### config.mk
export PLATFORM = sky130hd
export DESIGN_NAME = gregorian_date_calculator
export DESIGN_NICKNAME = d
export VERILOG_FILES = /design/src/design/gdc_pkg.sv /design/src/design/gdc_day_number.sv /design/src/design/gregorian_date_calculator.sv
export SDC_FILE = /design/constraint.sdc
export NUM_CORES = 2
export LEC_CHECK = 0
export BUFFER_PORTS_ARGS = -buffer_cell sky130_fd_sc_hd__buf_2
export CORE_UTILIZATION = 30
export DETAILED_ROUTE_END_ITERATION = 8
export PLACE_DENSITY_LB_ADDON = 0.3
export SLEW_MARGIN = 20
export SYNTH_ARGS = -nofsm -noshare
export SYNTH_HDL_FRONTEND = slang
export SYNTH_SLANG_ARGS = --single-unit
### constraint.sdc
create_clock -name clock -period 22.8 [get_ports clock]
set_input_delay 4.56 -clock clock [delete_from_list [all_inputs] [get_ports clock]]
set_output_delay 4.56 -clock clock [all_outputs]
set_load 0.005 [all_outputs]
### src/design/gdc_pkg.sv
`default_nettype none
// ----------------------------------------------------------------------------
// gdc_pkg
// shared types, widths and calendar tables for the gregorian date calculator
// ----------------------------------------------------------------------------
package gdc_pkg;

   localparam int ModeWidth     = 3;
   localparam int DayWidth      = 5;
   localparam int MonthWidth    = 4;
   localparam int YearWidth     = 14;
   localparam int ReqDataWidth  = 48;
   localparam int RspDataWidth  = 40;
   localparam int DayNumWidth   = 25;
   localparam int RawDiffWidth  = 26;
   localparam int DiffWidth     = 23;
   localparam int QuotWidth     = 8;
   localparam int RemWidth      = 7;
   localparam int Recip100      = 5243;
   localparam int Recip100Shift = 19;

   typedef enum logic [ModeWidth-1:0] {
      MODE_VALIDATE   = 3'd0,
      MODE_WEEKDAY    = 3'd1,
      MODE_ZODIAC     = 3'd2,
      MODE_DIFFERENCE = 3'd3,
      MODE_PASARAN    = 3'd4
   } mode_type;

   // request data, lowest field last
   typedef struct packed {
      logic [1:0]            pad;
      logic [YearWidth-1:0]  second_year;
      logic [MonthWidth-1:0] second_month;
      logic [DayWidth-1:0]   second_day;
      logic [YearWidth-1:0]  first_year;
      logic [MonthWidth-1:0] first_month;
      logic [DayWidth-1:0]   first_day;
   } req_type;

   // response data, lowest field last
   typedef struct packed {
      logic [5:0]           pad;
      logic [2:0]           pasaran_day;
      logic [DiffWidth-1:0] day_difference;
      logic [3:0]           zodiac_sign;
      logic [2:0]           weekday;
      logic                 date_valid;
   } rsp_type;

   typedef struct packed {
      mode_type              mode;
      logic [DayWidth-1:0]   day;
      logic [MonthWidth-1:0] month;
      logic                  month_ok;
      logic                  second_month_ok;
      logic                  year_nonzero;
   } ctrl_type;

   typedef struct packed {
      logic signed [DayNumWidth-1:0] day_num;
      logic                          leap;
      logic [QuotWidth-1:0]          quot100;
      logic [RemWidth-1:0]           rem100;
   } year_info_type;

   function automatic logic [4:0] month_length(input logic [MonthWidth-1:0] month,
                                               input logic leap);
      logic [4:0] len;
      case (month) inside
         4'd1, 4'd3, 4'd5, 4'd7, 4'd8, 4'd10, 4'd12: len = 5'd31;
         4'd4, 4'd6, 4'd9, 4'd11: len = 5'd30;
         4'd2: len = leap ? 5'd29 : 5'd28;
         default: len = 5'd0;
      endcase
      return len;
   endfunction

   // days in the months before the given one
   function automatic logic [8:0] cum_days(input logic [MonthWidth-1:0] month,
                                           input logic leap);
      logic [8:0] base;
      case (month)
         4'd1:  base = 9'd0;
         4'd2:  base = 9'd31;
         4'd3:  base = 9'd59;
         4'd4:  base = 9'd90;
         4'd5:  base = 9'd120;
         4'd6:  base = 9'd151;
         4'd7:  base = 9'd181;
         4'd8:  base = 9'd212;
         4'd9:  base = 9'd243;
         4'd10: base = 9'd273;
         4'd11: base = 9'd304;
         4'd12: base = 9'd334;
         default: base = 9'd0;
      endcase
      return base + 9'((leap && (month > 4'd2)) ? 1 : 0);
   endfunction

   // first day of the sign that starts in the given month
   function automatic logic [4:0] sign_start(input logic [MonthWidth-1:0] month);
      logic [4:0] start;
      case (month) inside
         4'd1, 4'd4: start = 5'd20;
         4'd2: start = 5'd19;
         4'd3, 4'd5, 4'd6: start = 5'd21;
         4'd7, 4'd8, 4'd9, 4'd10: start = 5'd23;
         4'd11, 4'd12: start = 5'd22;
         default: start = 5'd0;
      endcase
      return start;
   endfunction

   // floor(13 * (m + 1) / 5) with january and february as months 13 and 14
   function automatic logic [5:0] zeller_month(input logic [MonthWidth-1:0] month);
      logic [5:0] term;
      case (month)
         4'd1:  term = 6'd36;
         4'd2:  term = 6'd39;
         4'd3:  term = 6'd10;
         4'd4:  term = 6'd13;
         4'd5:  term = 6'd15;
         4'd6:  term = 6'd18;
         4'd7:  term = 6'd20;
         4'd8:  term = 6'd23;
         4'd9:  term = 6'd26;
         4'd10: term = 6'd28;
         4'd11: term = 6'd31;
         4'd12: term = 6'd33;
         default: term = 6'd0;
      endcase
      return term;
   endfunction

endpackage
`default_nettype wire

### src/design/gdc_day_number.sv
`default_nettype none
// ----------------------------------------------------------------------------
// gdc_day_number
// four-stage day number of one date, with its leap flag and year / 100 split
// ----------------------------------------------------------------------------
module gdc_day_number (
   input  logic                           clock,
   input  logic                           enable,
   input  logic [gdc_pkg::DayWidth-1:0]   day,
   input  logic [gdc_pkg::MonthWidth-1:0] month,
   input  logic [gdc_pkg::YearWidth-1:0]  year,
   output gdc_pkg::year_info_type         info
);
   import gdc_pkg::*;

   localparam int ProdWidth      = YearWidth + 13;
   localparam int YearDaysWidth  = 23;
   localparam int MonthPartWidth = 10;

   // stage 1
   logic [ProdWidth-1:0]  product;
   logic [QuotWidth-1:0]  quot1_in;
   logic [QuotWidth-1:0]  quot1_ff;
   logic [DayWidth-1:0]   day1_ff;
   logic [MonthWidth-1:0] month1_ff;
   logic [YearWidth-1:0]  year1_ff;

   // stage 2
   logic [YearWidth-1:0]  rem_full;
   logic [RemWidth-1:0]   rem2_in;
   logic                  leap2_in;
   logic [YearWidth-1:0]  ybase2_in;
   logic [QuotWidth-1:0]  ybq2_in;
   logic [RemWidth-1:0]   rem2_ff;
   logic                  leap2_ff;
   logic [YearWidth-1:0]  ybase2_ff;
   logic [QuotWidth-1:0]  ybq2_ff;
   logic [QuotWidth-1:0]  quot2_ff;
   logic [DayWidth-1:0]   day2_ff;
   logic [MonthWidth-1:0] month2_ff;

   // stage 3
   logic [YearDaysWidth-1:0]         year_days3_in;
   logic signed [MonthPartWidth-1:0] month_part3_in;
   logic [YearDaysWidth-1:0]         year_days3_ff;
   logic signed [MonthPartWidth-1:0] month_part3_ff;
   logic                             leap3_ff;
   logic [QuotWidth-1:0]             quot3_ff;
   logic [RemWidth-1:0]              rem3_ff;

   // stage 4
   year_info_type info_in;
   year_info_type info_ff;

   assign product  = ProdWidth'(year) * ProdWidth'(Recip100);
   assign quot1_in = product[Recip100Shift +: QuotWidth];

   always_ff @(posedge clock) begin
      if (enable) begin
         quot1_ff  <= quot1_in;
         day1_ff   <= day;
         month1_ff <= month;
         year1_ff  <= year;
      end
   end

   assign rem_full  = year1_ff - YearWidth'(quot1_ff) * YearWidth'(100);
   assign rem2_in   = rem_full[RemWidth-1:0];
   assign leap2_in  = ((year1_ff[1:0] == 2'b00) && (rem2_in != '0)) ||
                      ((rem2_in == '0) && (quot1_ff[1:0] == 2'b00));
   assign ybase2_in = (year1_ff == '0) ? '0 : year1_ff - YearWidth'(1);
   assign ybq2_in   = (year1_ff == '0) ? '0 :
                      quot1_ff - QuotWidth'((rem2_in == '0) ? 1 : 0);

   always_ff @(posedge clock) begin
      if (enable) begin
         rem2_ff   <= rem2_in;
         leap2_ff  <= leap2_in;
         ybase2_ff <= ybase2_in;
         ybq2_ff   <= ybq2_in;
         quot2_ff  <= quot1_ff;
         day2_ff   <= day1_ff;
         month2_ff <= month1_ff;
      end
   end

   assign year_days3_in = YearDaysWidth'(ybase2_ff) * YearDaysWidth'(365)
                        + YearDaysWidth'(ybase2_ff >> 2)
                        - YearDaysWidth'(ybq2_ff)
                        + YearDaysWidth'(ybq2_ff >> 2);
   assign month_part3_in = MonthPartWidth'(cum_days(month2_ff, leap2_ff))
                         + MonthPartWidth'(day2_ff) - MonthPartWidth'(1);

   always_ff @(posedge clock) begin
      if (enable) begin
         year_days3_ff  <= year_days3_in;
         month_part3_ff <= month_part3_in;
         leap3_ff       <= leap2_ff;
         quot3_ff       <= quot2_ff;
         rem3_ff        <= rem2_ff;
      end
   end

   always_comb begin
      info_in.day_num = $signed(DayNumWidth'(year_days3_ff)) + DayNumWidth'(month_part3_ff);
      info_in.leap    = leap3_ff;
      info_in.quot100 = quot3_ff;
      info_in.rem100  = rem3_ff;
   end

   always_ff @(posedge clock) begin
      if (enable) begin
         info_ff <= info_in;
      end
   end

   assign info = info_ff;

endmodule
`default_nettype wire

### src/design/gregorian_date_calculator.sv
`default_nettype none
// ----------------------------------------------------------------------------
// gregorian_date_calculator
// validate, weekday, zodiac, day difference and pasaran of gregorian dates
// ----------------------------------------------------------------------------
//  channel | ports    | tuser (low bit up) | tdata (low bit up)
//  --------+----------+--------------------+---------------------------------
//  request | req_*    | mode               | first_day, first_month,
//          |          |                    | first_year, second_day,
//          |          |                    | second_month, second_year
//  result  | rsp_*    | input_error        | date_valid, weekday,
//          |          |                    | zodiac_sign, day_difference,
//          |          |                    | pasaran_day
//
//  one transfer per cycle while the pipe advances; six-register pipe
//  (four day number stages per date, a combine stage, an output stage)
//  the pipe advances when the output register is empty or taken
//  a one-entry skid buffer at the input keeps req_tready a register
//  reset clears the valid bits and the skid buffer
// ----------------------------------------------------------------------------
module gregorian_date_calculator (
   input  logic                             clock,
   input  logic                             reset,
   input  logic                             req_tvalid,
   output logic                             req_tready,
   // first_day, first_month, first_year, second_day, second_month, second_year
   input  logic [gdc_pkg::ReqDataWidth-1:0] req_tdata,
   // mode
   input  logic [gdc_pkg::ModeWidth-1:0]    req_tuser,
   output logic                             rsp_tvalid,
   input  logic                             rsp_tready,
   // date_valid, weekday, zodiac_sign, day_difference, pasaran_day
   output logic [gdc_pkg::RspDataWidth-1:0] rsp_tdata,
   // input_error
   output logic                             rsp_tuser
);
   import gdc_pkg::*;

   localparam int ZSumWidth = 11;
   localparam int DiffMax   = 2 ** (DiffWidth - 1) - 1;
   localparam int DiffMin   = -(2 ** (DiffWidth - 1));

   logic en;
   logic accept;

   // input skid buffer
   logic     skid_vld_in;
   logic     skid_vld_ff;
   req_type  skid_req_ff;
   mode_type skid_mode_ff;

   req_type  entry_req;
   mode_type entry_mode;
   logic     entry_vld;
   ctrl_type entry_ctrl;

   logic [6:1] vld_ff;
   ctrl_type   ctrl_ff [1:4];
   ctrl_type   c4;

   year_info_type info1;
   year_info_type info2;

   // combine stage
   logic                     borrow;
   logic [QuotWidth-1:0]     century;
   logic [RemWidth-1:0]      yr_in_cent;
   logic [MonthWidth-1:0]    zodiac_s;
   logic signed [DayNumWidth-1:0] pas_biased;
   logic [23:0]              pas_x;
   logic                     t5_date_ok_in;
   logic [ZSumWidth-1:0]     t5_zsum_in;
   logic [3:0]               t5_zodiac_in;
   logic signed [RawDiffWidth-1:0] t5_diff_in;
   logic [6:0]               t5_pas_sum_in;
   logic                     t5_err_in;
   logic                     t5_date_ok_ff;
   logic [ZSumWidth-1:0]     t5_zsum_ff;
   logic [3:0]               t5_zodiac_ff;
   logic signed [RawDiffWidth-1:0] t5_diff_ff;
   logic [6:0]               t5_pas_sum_ff;
   logic                     t5_err_ff;
   mode_type                 t5_mode_ff;

   // output stage
   logic [4:0]           wk_fold1;
   logic [3:0]           wk_fold2;
   logic [2:0]           weekday_val;
   logic [4:0]           pas_fold;
   logic [2:0]           pas_rem;
   logic [2:0]           pasaran_val;
   logic [DiffWidth-1:0] diff_val;
   rsp_type              rsp_in;
   rsp_type              rsp_ff;
   logic                 input_error_ff;

   assign en         = !vld_ff[6] || rsp_tready;
   assign req_tready = !skid_vld_ff;
   assign accept     = req_tvalid && req_tready;

   assign entry_req  = skid_vld_ff ? skid_req_ff : req_type'(req_tdata);
   assign entry_mode = skid_vld_ff ? skid_mode_ff : mode_type'(req_tuser);
   assign entry_vld  = skid_vld_ff || accept;

   always_comb begin
      entry_ctrl.mode            = entry_mode;
      entry_ctrl.day             = entry_req.first_day;
      entry_ctrl.month           = entry_req.first_month;
      entry_ctrl.month_ok        = (entry_req.first_month >= 4'd1) &&
                                   (entry_req.first_month <= 4'd12);
      entry_ctrl.second_month_ok = (entry_req.second_month >= 4'd1) &&
                                   (entry_req.second_month <= 4'd12);
      entry_ctrl.year_nonzero    = (entry_req.first_year != '0);
   end

   assign skid_vld_in = en ? 1'b0 : (skid_vld_ff || accept);

   always_ff @(posedge clock) begin
      if (reset) begin
         skid_vld_ff <= 1'b0;
         vld_ff      <= '0;
      end else begin
         skid_vld_ff <= skid_vld_in;
         if (en) begin
            vld_ff <= {vld_ff[5:1], entry_vld};
         end
      end
   end

   always_ff @(posedge clock) begin
      if (accept && !en) begin
         skid_req_ff  <= req_type'(req_tdata);
         skid_mode_ff <= mode_type'(req_tuser);
      end
   end

   always_ff @(posedge clock) begin
      if (en) begin
         ctrl_ff[1] <= entry_ctrl;
         for (int i = 2; i <= 4; i++) begin
            ctrl_ff[i] <= ctrl_ff[i-1];
         end
      end
   end

   gdc_day_number u_first (
      .clock  (clock),
      .enable (en),
      .day    (entry_req.first_day),
      .month  (entry_req.first_month),
      .year   (entry_req.first_year),
      .info   (info1)
   );

   gdc_day_number u_second (
      .clock  (clock),
      .enable (en),
      .day    (entry_req.second_day),
      .month  (entry_req.second_month),
      .year   (entry_req.second_year),
      .info   (info2)
   );

   assign c4 = ctrl_ff[4];

   always_comb begin
      t5_date_ok_in = (c4.day != '0) && c4.year_nonzero && c4.month_ok &&
                      (c4.day <= month_length(c4.month, info1.leap));

      // january and february count in the year before
      borrow     = (c4.month < 4'd3);
      century    = info1.quot100 + QuotWidth'(4)
                 - QuotWidth'((borrow && (info1.rem100 == '0)) ? 1 : 0);
      yr_in_cent = !borrow ? info1.rem100 :
                   (info1.rem100 == '0) ? RemWidth'(99) : info1.rem100 - RemWidth'(1);
      t5_zsum_in = ZSumWidth'(c4.day) + ZSumWidth'(zeller_month(c4.month))
                 + ZSumWidth'(yr_in_cent) + ZSumWidth'(yr_in_cent >> 2)
                 + ZSumWidth'(century >> 2) + ZSumWidth'(century) * ZSumWidth'(5);

      zodiac_s     = (5'(c4.day) < sign_start(c4.month)) ? c4.month - 4'd1 : c4.month;
      t5_zodiac_in = (zodiac_s == 4'd12) ? 4'd0 : zodiac_s;

      t5_diff_in = RawDiffWidth'(info2.day_num) - RawDiffWidth'(info1.day_num);

      // 16 is 1 mod 5, so the nibble sum keeps the residue
      pas_biased    = info1.day_num + DayNumWidth'(5);
      pas_x         = pas_biased[23:0];
      t5_pas_sum_in = '0;
      for (int i = 0; i < 6; i++) begin
         t5_pas_sum_in = t5_pas_sum_in + 7'(pas_x[4*i +: 4]);
      end

      unique case (c4.mode) inside
         MODE_WEEKDAY, MODE_ZODIAC, MODE_PASARAN: t5_err_in = !c4.month_ok;
         MODE_DIFFERENCE: t5_err_in = !c4.month_ok || !c4.second_month_ok;
         default: t5_err_in = 1'b0;
      endcase
   end

   always_ff @(posedge clock) begin
      if (en) begin
         t5_date_ok_ff <= t5_date_ok_in;
         t5_zsum_ff    <= t5_zsum_in;
         t5_zodiac_ff  <= t5_zodiac_in;
         t5_diff_ff    <= t5_diff_in;
         t5_pas_sum_ff <= t5_pas_sum_in;
         t5_err_ff     <= t5_err_in;
         t5_mode_ff    <= c4.mode;
      end
   end

   always_comb begin
      // 8 is 1 mod 7, so octal digit sums keep the residue
      wk_fold1    = 5'(t5_zsum_ff[10:9]) + 5'(t5_zsum_ff[8:6])
                  + 5'(t5_zsum_ff[5:3]) + 5'(t5_zsum_ff[2:0]);
      wk_fold2    = 4'(wk_fold1[4:3]) + 4'(wk_fold1[2:0]);
      weekday_val = (wk_fold2 >= 4'd7) ? 3'(wk_fold2 - 4'd7) : wk_fold2[2:0];

      pas_fold = 5'(t5_pas_sum_ff[6:4]) + 5'(t5_pas_sum_ff[3:0]);
      if (pas_fold >= 5'd20) begin
         pas_rem = 3'(pas_fold - 5'd20);
      end else if (pas_fold >= 5'd15) begin
         pas_rem = 3'(pas_fold - 5'd15);
      end else if (pas_fold >= 5'd10) begin
         pas_rem = 3'(pas_fold - 5'd10);
      end else if (pas_fold >= 5'd5) begin
         pas_rem = 3'(pas_fold - 5'd5);
      end else begin
         pas_rem = pas_fold[2:0];
      end
      pasaran_val = (pas_rem == 3'd0) ? 3'd4 : pas_rem - 3'd1;

      if (t5_diff_ff > RawDiffWidth'(DiffMax)) begin
         diff_val = DiffWidth'(DiffMax);
      end else if (t5_diff_ff < RawDiffWidth'(DiffMin)) begin
         diff_val = DiffWidth'(DiffMin);
      end else begin
         diff_val = t5_diff_ff[DiffWidth-1:0];
      end

      rsp_in = '0;
      if (!t5_err_ff) begin
         unique case (t5_mode_ff)
            MODE_VALIDATE:   rsp_in.date_valid     = t5_date_ok_ff;
            MODE_WEEKDAY:    rsp_in.weekday        = weekday_val;
            MODE_ZODIAC:     rsp_in.zodiac_sign    = t5_zodiac_ff;
            MODE_DIFFERENCE: rsp_in.day_difference = diff_val;
            MODE_PASARAN:    rsp_in.pasaran_day    = pasaran_val;
            default:         rsp_in                = '0;
         endcase
      end
   end

   always_ff @(posedge clock) begin
      if (en) begin
         rsp_ff         <= rsp_in;
         input_error_ff <= t5_err_ff;
      end
   end

   assign rsp_tvalid = vld_ff[6];
   assign rsp_tdata  = rsp_ff;
   assign rsp_tuser  = input_error_ff;

   a_one_result_field: assert property (@(posedge clock) disable iff (reset)
      rsp_tvalid |-> ($countones({rsp_ff.date_valid, rsp_ff.weekday != '0,
         rsp_ff.zodiac_sign != '0, rsp_ff.day_difference != '0,
         rsp_ff.pasaran_day != '0, input_error_ff}) <= 1))
      else $error("more than one result field set");

   a_skid_holds: assert property (@(posedge clock) disable iff (reset)
      (skid_vld_ff && !en) |=> skid_vld_ff)
      else $error("skid entry dropped during stall");

   a_skid_fills: assert property (@(posedge clock) disable iff (reset)
      (accept && !en) |=> skid_vld_ff)
      else $error("stalled transfer not captured");

endmodule
`default_nettype wire
==> results by group <==
Worst setup path
  • Worst Reg-to-Reg Cells: 27
  • CP arrival: 10.05 ns
  • Worst-path fanout max: 8
  • Worst setup path class: in2reg
  • RR Startpoint: ctrl_ff[0][64]
  • Critical Path RT: 23.18 ns
  • Flop-to-flop setup slack: 15.89 ns
  • Critical path startpoint category: input pin
  • Crit path capture type: register
  • Reg2reg end: t5_zsum_ff[10]

Logic synthesis
  • Async SR Flop Fraction: 0%
  • Share of the synthesized area in the top cell type: 35.0%
  • Top cells by area, synth: edfxtp_1 (35%), ha_1 (18%), fa_1 (17%)
  • Register area share after synthesis: 36.3%
  • Post-synthesis cell count: 3539
  • Mapped Area: 0.0401 mm^2
  • Yosys synthesis warning count: 0
  • Leading area contributor after synthesis: edfxtp_1
  • Synth Flop Type: edfxtp_1
  • Post-synth EDFFs: 468
  • Avg Inst Size Synth: 11.3 um^2
  • #FFs+latches synth: 493
  • Netlist cell types: 82

Die
  • Core Rows: 133
  • Initial Util: 30.4%
  • Core box area: 0.132 mm^2
  • Die Span Y: 368 um
  • Die W: 368 um
  • # IOs: 98
  • Total die area: 0.135 mm^2

Min path
  • Hold path cells: 0
  • WHS Endpoint: u_first.info[0]
  • Hold/Removal Path Class: reg2reg
  • Worst hold start: u_first.rem3_ff[0]

Clock network
  • Reg clk slew, reported paths: 0.06 ns
  • Clk buf depth: 3
  • Hold_buf cts: 0
  • CTS Buf Count: 58
  • Clk sinks: 493
  • Root Buffer: clkbuf_16
  • H-tree level count: 2
  • CTS tree: yes
  • Clk_lat worst skew: 0.64 ns
  • PostCTS Resize Cnt: 0
  • Post-CTS Repair Setup Buffers: 0

Final layout
  • Filler cells: 13300
  • Area Overhead vs Synth: 11.4%
  • Reg area: 0.0146 mm^2
  • Ant. Diodes: 0
  • Multi-input logic area: 0.0228 mm^2
  • Most frequent cells in the layout: inv_1 (696), ha_1 (581), edfxtp_1 (468)
  • Final Instance Area: 0.0447 mm^2
  • Layout cells sized above 1: 6.38%
  • Final Net Count: 4642
  • Commonest non-fill, non-tap cell in the layout: inv_1

STA
  • Setup-failing EPs final: 0
  • Hold slack: 0.409 ns
  • Final min period: 9.68 ns
  • RSZ-0062 raised after global routing: false
  • Headroom to the max-slew limit: 26.5%
  • Final hold vios: 0
  • Final period utilization: 42.4%
  • Slew Viols, Final: 0
  • Worst-Margin Slew: 1.10 ns
  • F_max: 103 MHz
  • Post-route setup TNS: 0 ns
  • Setup Skew: 0.0213 ns

Drt
  • Initial DRC Count: 1104
  • Drc violations: 0
  • Drt total wl: 75800 um
  • Avg WL per Cell: 13.9 um
  • Avg Vias per Cell: 4.40
  • Antenna viol nets, final: 0
  • DRT Pass-1 Iters: 5
  • Total number of vias: 24100

GRT
  • Initial antenna violation count: 5
  • Largest net degree at the start of global routing: 145
  • Vias in the first global route: 24700
  • Global Route Usage Sum: 11.5%
  • First-pass GRT wire length: 127000 um
  • Grt ovf: 0

Place
  • Buffers added on ports: 89
  • Hpwl dp: 61100 um
  • Routability cong.: 0.806
  • Cell Area, Placed: 0.0427 mm^2

Status
  • Status: completed

Job
  • Max-Cap Viols: 0
-- per-layer routing --
layer  vias up  routed length, um  track usage (%)
met1     11500              35900             15.2
met2       229              36100             19.7
met5         -                 41                0
li1      12200                  -                -
met3        70               2580             1.79
met4         6               1140             2.30
-- area by class of cell --
class	instances	share of cell area (%)
tap	1755	4.91
multi-input combinational	2316	51.1
clock inverter	47	1.17
sequential	493	32.6
clock buffer	61	3.27
inverter	700	5.90
timing repair buffer	96	1.11
-- synthesized netlist by cell type (16+ instances only) --
master / number
a211oi_1: 21
a21o_1: 51
a21oi_1: 144
and3_1: 17
clkbuf_1: 25
dfxtp_1: 25
edfxtp_1: 468
fa_1: 341
ha_1: 581
inv_1: 696
mux2_2: 22
mux2i_1: 47
nand2_1: 139
nand2b_1: 30
nand3_1: 57
nand4_1: 16
nor2_1: 196
nor2b_1: 22
nor3_1: 60
nor4_1: 17
o21a_1: 49
o21ai_0: 85
o21ai_1: 16
or3_1: 17
xnor2_1: 152
xor2_1: 57
-- how the worst max path moves through the flow --
stage | startpoint | to | slack [ns] | cells after the start
6_report | req_tdata[22] | u_first.quot1_ff[7] | 13.12 | 19
5_1_grt | req_tdata[21] | u_first.quot1_ff[7] | 12.83 | 19
4_1_cts | req_tdata[22] | u_first.quot1_ff[7] | 13.15 | 19
3_5_place_dp | req_tdata[22] | u_first.quot1_ff[7] | 12.48 | 19
3_3_place_gp | req_tdata[13] | u_first.quot1_ff[7] | 12.50 | 17
2_1_floorplan | rsp_tready | register | 3.21 | 7
-- worst max-delay path, cell delays in order --
cell,delay (ns)
buf_2,0.10
mux2i_1,0.45
inv_1,0.39
ha_1,0.38
ha_1,0.33
inv_1,0.07
fa_1,0.54
inv_1,0.06
fa_1,0.47
fa_1,0.51
ha_1,0.31
and3_1,0.19
nand4_1,0.15
nor4_1,0.64
o31a_1,0.29
o31a_1,0.22
o41a_1,0.18
a21oi_1,0.09
xnor2_1,0.12
-- cells by family after synthesis --
family | after synthesis | share of synthesized area [%]
fa+ha+maj | 922 | 35.1
simple gates | 624 | 7.42
buf+inv | 735 | 6.94
xor+xnor | 209 | 4.56
other cells | 1 | 0.00935
compound gates | 485 | 7.82
flops | 493 | 36.3
mux | 70 | 1.82
-- sequential cells by signal, summed over array words and instances (netlist names), 10 cells and up, named ones only --
register / flops
ctrl_ff: 46
rsp_tdata: 34
skid_req_ff: 46
t5_diff_ff: 26
t5_zsum_ff: 11
u_first.info: 41
u_first.month_part3_ff: 10
u_first.ybase2_ff: 14
u_first.year1_ff: 14
u_first.year_days3_ff: 23
u_second.info: 25
u_second.month_part3_ff: 10
u_second.ybase2_ff: 14
u_second.year1_ff: 14
u_second.year_days3_ff: 23
-- through the flow --
| stage | setup slack [ns] | utilization, % | instances |
|---|---|---|---|
| after floorplan | 3.21 | - | 3544 |
| after global placement | 12.50 | 32.3 | 5360 |
| after detailed placement | 12.48 | 32.3 | 5360 |
| after CTS | 13.15 | 33.8 | 5468 |
| after global routing | 12.83 | 33.8 | 5468 |
| final | 13.12 | 33.8 | 5468 |
Power is left out: the tool's default activity adds up to more than one toggle a clock period on the data nets, which glitch-free logic cannot reach.
